[src/fnorm_pkg.sv]
package fnorm_pkg;

	// command codes carried in tuser of the input channel
	localparam logic [1:0] CMD_VWRITE = 2'd0;
	localparam logic [1:0] CMD_FACE   = 2'd1;
	localparam logic [1:0] CMD_NREAD  = 2'd2;

	// classified operations handed from front to back
	localparam logic [1:0] OP_VWRITE = 2'd0;
	localparam logic [1:0] OP_FACE   = 2'd1;
	localparam logic [1:0] OP_NREAD  = 2'd2;
	localparam logic [1:0] OP_BAD    = 2'd3;

	localparam int IDX_W = 16;
	localparam logic [15:0] NORM_ONE = 16'd16384;

	typedef struct packed {
		logic [1:0]       op;
		logic [IDX_W-1:0] ia;
		logic [IDX_W-1:0] ib;
		logic [IDX_W-1:0] ic;
		logic [15:0]      x;
		logic [15:0]      y;
		logic [15:0]      z;
	} fnorm_req_t;

	typedef struct packed {
		logic [15:0] nx;
		logic [15:0] ny;
		logic [15:0] nz;
		logic        degenerate;
		logic        bad_index;
	} fnorm_res_t;

endpackage

[src/fnorm_front.sv]
module fnorm_front #(
	parameter int VERTEX_DEPTH = 1024
) (
	input  logic                 clk,
	input  logic                 arst_n,
	input  logic                 s_tvalid,
	output logic                 s_tready,
	input  logic [111:0]         s_tdata,
	input  logic [1:0]           s_tuser,
	input  logic                 busy,
	output logic                 q_valid,
	output fnorm_pkg::fnorm_req_t q_req,
	input  logic                 q_pop
);
	import fnorm_pkg::*;

	logic [9:0]  slot;
	logic [15:0] ca, cb, cc;
	logic        slot_ok, corners_ok, push;
	logic        accept;
	fnorm_req_t  req;

	fnorm_req_t  fifo_q [2];
	logic        wptr_q, rptr_q;
	logic [1:0]  count_q;

	assign slot = s_tdata[9:0];
	assign ca   = s_tdata[73:58];
	assign cb   = s_tdata[89:74];
	assign cc   = s_tdata[105:90];

	assign slot_ok = {7'b0, slot} < 17'(VERTEX_DEPTH);
	assign corners_ok = (ca != 16'd0) && (cb != 16'd0) && (cc != 16'd0) &&
		({1'b0, ca} <= 17'(VERTEX_DEPTH)) && ({1'b0, cb} <= 17'(VERTEX_DEPTH)) &&
		({1'b0, cc} <= 17'(VERTEX_DEPTH));

	always_comb begin
		req.op = OP_BAD;
		req.ia = {6'b0, slot};
		req.ib = {6'b0, slot};
		req.ic = {6'b0, slot};
		req.x  = s_tdata[25:10];
		req.y  = s_tdata[41:26];
		req.z  = s_tdata[57:42];
		push   = 1'b0;
		case (s_tuser)
			CMD_VWRITE: begin
				req.op = OP_VWRITE;
				push   = slot_ok;
			end
			CMD_FACE: begin
				req.op = corners_ok ? OP_FACE : OP_BAD;
				req.ia = ca - 16'd1;
				req.ib = cb - 16'd1;
				req.ic = cc - 16'd1;
				push   = 1'b1;
			end
			CMD_NREAD: begin
				req.op = slot_ok ? OP_NREAD : OP_BAD;
				push   = 1'b1;
			end
			default: begin
				push = 1'b0;
			end
		endcase
	end

	assign s_tready = !busy && (count_q != 2'd2);
	assign accept   = s_tvalid && s_tready;
	assign q_valid  = count_q != 2'd0;
	assign q_req    = fifo_q[rptr_q];

	always_ff @(posedge clk) begin
		if (accept && push) begin
			fifo_q[wptr_q] <= req;
		end
	end

	always_ff @(posedge clk or negedge arst_n) begin
		if (!arst_n) begin
			wptr_q  <= 1'b0;
			rptr_q  <= 1'b0;
			count_q <= 2'd0;
		end else begin
			if (accept && push) begin
				wptr_q <= ~wptr_q;
			end
			if (q_pop) begin
				rptr_q <= ~rptr_q;
			end
			count_q <= count_q + 2'(accept && push) - 2'(q_pop);
		end
	end

endmodule

[config.mk]
export PLATFORM = sky130hd
export DESIGN_NAME = fnorm_front
export DESIGN_NICKNAME = d
export VERILOG_FILES = /design/src/fnorm_pkg.sv /design/src/fnorm_front.sv
export SDC_FILE = /design/constraint.sdc
export NUM_CORES = 1
export LEC_CHECK = 0
export BUFFER_PORTS_ARGS = -buffer_cell sky130_fd_sc_hd__buf_2
export CAP_MARGIN = 5
export CORE_AREA = 2 2 141 143
export CTS_BUF_LIST = sky130_fd_sc_hd__clkbuf_16
export CTS_CLUSTER_SIZE = 14
export DETAILED_ROUTE_END_ITERATION = 8
export DIE_AREA = 0 0 143 145
export HOLD_SLACK_MARGIN = 0.05
export PLACE_DENSITY_LB_ADDON = 0.08
export SYNTH_ARGS = -nofsm -noshare
export SYNTH_HDL_FRONTEND = slang
export SYNTH_SLANG_ARGS = --single-unit
[constraint.sdc]
create_clock -name clk -period 6.83 [get_ports clk]
set_input_delay 1.7075 -clock clk [delete_from_list [all_inputs] [get_ports clk]]
set_output_delay 1.7075 -clock clk [all_outputs]
set_load 0.05 [all_outputs]
## Word level (Yosys, flattened, before mapping)

Memory sizes are Yosys's and may differ from the RTL's.
Cells that the tools add are included.

| operators by class | value |
|---|---|
| add/subtract/negate cells | 5 |
| magnitude comparators | 3 |
| eq/ne operators | 3 |
| mux-type cells | 6 |
| bitwise logic cells | 2 |
| reduce and logical (&&, ||, !) cells | 15 |

Operators with widths:

| operator | count |
|---|---|
| $le A16 B11 Y1 const B | 3 |
| $mux W48 | 1 |
| $reduce_bool A16 Y1 | 3 |
| $sub A16 B1 Y16 const B | 3 |
| $logic_and A1 B1 Y1 | 8 |
| $pmux W2 S3 | 1 |
| $mux W1 | 3 |
| $reduce_or A3 Y1 | 1 |
| $add A2 B1 Y2 | 1 |
| $eq A2 B1 Y1 const B | 1 |
| $eq A2 B2 Y1 const B | 1 |
| $logic_not A2 Y1 | 1 |
| $mux W2 | 1 |
| $ne A2 B2 Y1 const B | 1 |
| $not A1 Y1 | 2 |
| $reduce_bool A2 Y1 | 1 |
| $sub A2 B1 Y2 | 1 |
| $logic_not A1 Y1 | 1 |

| word-level totals | value |
|---|---|
| flip-flop bits (word level) | 4 |
| RAM bits | 196 |
| word-level logic and storage cells | 38 |
| memories kept | 1 |

Memory list:

| memory | depth | bits a word | read ports | clocked after memory_dff | wr ports | line | RTL |
|---|---|---|---|---|---|---|---|
| fifo_q | 2 | 98 | 1 | 0 | 1 | fnorm_front.sv:23 | `fnorm_req_t fifo_q [2];` |

## Depth between registers and ports, before layout

| depth | value |
|---|---|
| depth after elaboration | 8 |
| gate-level depth with buffers | 8 |
| mapped depth without buffers | 8 |

## Worst setup path after synthesis

No wires, ideal clock.

| timing path | value |
|---|---|
| path type | in2reg |
| from | input port busy |
| to | memory fifo_q[0][0] (netlist name) (enable) |
| setup time | 0.556 ns |
| arrival time | 6.997 ns |
| data required time | 6.274 ns |
| path slack | -0.723 ns |
| stages | 3 |
| cells stage by stage | a21oi_1 nand3_1 nor2_1 |

| on the way | value |
|---|---|
| word-level cells in the longest chain between the ends | 6 |

Ends and longest elaborated chain:

| element | line | RTL |
|---|---|---|
| from (decl) | fnorm_front.sv:10 | `input logic busy,` |
| $logic_not A1 Y1 | fnorm_front.sv:68 | `assign s_tready = !busy && (count_q != 2'd2);` |
| $logic_and A1 B1 Y1 | fnorm_front.sv:68 |  |
| $logic_and A1 B1 Y1 | fnorm_front.sv:69 | `assign accept = s_tvalid && s_tready;` |
| $logic_and A1 B1 Y1 | fnorm_front.sv:74 | `if (accept && push) begin` |
| $mux W1 | fnorm_front.sv:74 |  |
| $mux W1 (not written as such) | fnorm_front.sv:75 | `fifo_q[wptr_q] <= req;` |
| to (decl) | fnorm_front.sv:23 |  |

Every way passes these cells.

==> results.yml <==
global_routing:
  overflow: 0
  grt_max_degree: 74
  groute.usage.overall: 0.1763
  grt_pass1_vias: 5282
  grt_pass1_wl_um: 27740
  antenna_found_initial: 7
power_and_ir_drop:
  worst_ir_drop_vdd_uv: 150.9
  p_sw_frac: 0.3928
  power_density_nw_per_um2: 386.6
  p_int_uw: 2465
  p_leak_uw: 0.003810
  p_total_uw: 4060
  p_clk_frac: 0.242
  p_comb_frac: 0.365
  switchingPower_uw: 1595
  power_frac_seq: 0.392
hold_path:
  hp-start: "count_q[0]$_DFF_PN0_"
  hold_path.class: "reg -> reg"
layout:
  syn_to_final_growth_pct: 23.29
  nNetsFinal: 868
  drive_gt1_frac: 0.4728
die:
  dieArea_sq_um: 20740
  row_count: 51
  die_h_um: 145
  die_w_um: 143
  coreArea_sq_um: 19210
  io_pins: 219
  start_util: 0.4434
cts:
  cts.clk_slew.worst_paths_ns: 0.07
  clockBufferDepth: 2
  htreeDepth: 4
  tritoncts: "done"
  postCtsHoldBufs: 0
  root_buffer: "clkbuf_16"
  clock_sinks: 200
  cts_resized: 0
  postCtsSetupBuffers: 0
  cts_made_buffers: 17
  clock_latency_ns: 0.42
sta:
  max-slew-margin-rel: 0.2286
  period_minus_slack_ns: 4.398
  hold_viol: 0
  clock.fmax_mhz: 227.4
  worst_slack_ns: 2.432
  worst_pin_slew_ns: 1.154
  layout_worst_path_cycle_share: 0.6439
  setup_viol: 0
  fin_worst_skew_ns: 0.009613
  hold_ws_ns: 0.5295
  rsz0062_at_grt: "no"
  drv_slew: 0
synth:
  netlist_instances: 525
  yosysTopAreaCell: "edfxtp_1"
  synth_edf_count: 196
  synth-seq-cells: 200
  netlist.area_leader.share: 0.6911
  synthTopCellsByCount: "edfxtp_1, mux2_2, nor2_1"
  synth.area.top_cells: "edfxtp_1, mux2_2, xor2_1"
  yosysSeqAreaShare: 0.7028
  yosysMostFrequentCell: "edfxtp_1"
  syn_avg_cell_area_sq_um: 16.22
  yosysWarningCount: 0
  netlist_area_sq_um: 8517
  async_flop_share: 0.02000
  synth_cell_types: 39
  synth_flop_cell: "edfxtp_1"
  synth.net_count: 652
worst_setup_path:
  crit_type: "reg -> out"
  start_kind: "flip-flop"
  end_kind: "output pin"
  critical_path.max_fanout: 60
  critPathArrivalTime_ns: 2.69
  required_ns: 5.12
  timing.rr.start: "count_q[1]$_DFF_PN0_"
  startpoint: "rptr_q$_DFFE_PN0P_"
detailed_routing:
  postRouteAntennaNets: 0
  post-route-drc-count: 0
  drt_iter0_markers: 264
  vias: 5216
  routed_wl_um: 18390
  avgViaCountPerCell: 5.104
  drtPass1Iterations: 5
  wl_per_cell_um: 17.99
placement:
  dp_hpwl_um: 12710
  numPortBuffers: 212
  gp_congestion: 0.7849
  dpl_worst_slack_ns: 2.744
run:
  max_cap_violations: 0
status:
  status: "complete, no violations"
-- area by class of cell --
class / instances / area (sq um)
fillers: 1630 / 8707
clock buffers: 17 / 425.4
inverters: 12 / 45.04
flip-flops and latches: 200 / 5989
multi-input cells: 293 / 2426
clock inverters: 14 / 148.9
diodes: 4 / 10.01
repair buffers: 217 / 1124
well taps: 265 / 331.6
-- flip-flops by register name, indices dropped and copies added (netlist names) --
signal,count
fifo_q,196
wptr_q,1
rptr_q,1
count_q,2
-- per-layer routing --
layer / global-route usage / part of all wire / up-vias
met4: 0.05842 / 0.021 / 4
met2: 0.2921 / 0.49 / 170
met1: 0.2151 / 0.41 / 2562
li1: - / - / 2455
met3: 0.06073 / 0.074 / 25
met5: 0 / 0.0015 / -
-- path summary, 6_finish.rpt --
path / end / slack (ns) / cells past startpoint
min reg2reg: count_q[0]$_DFF_PN0_ / 0.53 / 1
min in group asynchronous: count_q[0]$_DFF_PN0_ / 1.08 / 1
max in group asynchronous: rptr_q$_DFFE_PN0P_ / 5.62 / 1
min: count_q[0]$_DFF_PN0_ / 0.53 / 1
max reg2reg: fifo_q[0][78]$_DFFE_PP_ / 4.20 / 4
max: q_req[40] / 2.43 / 3
-- worst max-delay path, cell delays in order, from the launching register on --
cell	delay, ns
dfrtp_4	0.97
buf_4	0.60
mux2_2	0.40
buf_2	0.21
-- cells in the final DEF, fill, tap and decap left out, types with 3 or more instances in the layout --
cell         n
nand4b_1     3
nor3_1       5
clkinv_2     3
o31ai_1      4
xor2_1      24
dfrtp_1      3
o21ai_0      8
inv_1       13
nand3_1      8
ha_1         8
or4_1        7
nor4_1       6
a31oi_1      4
buf_4        3
inv_6        3
xnor2_1     14
nor2_1      32
nand4_1      9
clkbuf_16   17
mux2_2      98
nand2_1      9
edfxtp_1   196
nand3b_1     3
a21oi_1     28
buf_2      212
diode_2      4
-- through the flow --
step	instance area [sq um]	utilization	instances	setup TNS, ns
after floorplan	8517	-	525	-141.68
after global placement	9916	0.5163	987	0
after detailed placement	9916	0.5163	987	0
after CTS	10490	0.5462	1018	0
after global routing	10500	0.5467	1022	0
final	10500	0.5467	1022	0
-- power by group through the flow --
stage	Combinational (uW)	Clock [uW]	Sequential, uW
after floorplan	1220	0	1560
after global placement	1490	0	1620
after detailed placement	1500	0	1630
after CTS	1500	1010	1600
after global routing	1550	1060	1610
final	1480	983	1590
-- kinds of logic (layout without fill, tap and decap cells) --
kind of cell | after synthesis | count (layout) | synth area share
other cells | 0 | 4 | 0
mux | 99 | 99 | 0.1307
buf+inv | 32 | 260 | 0.01440
simple gates | 100 | 100 | 0.06949
flops | 200 | 200 | 0.7028
compound gates | 48 | 48 | 0.03173
fa+ha+maj | 8 | 8 | 0.01175
xor+xnor | 38 | 38 | 0.03908
Power figures use the tool's default switching activity.
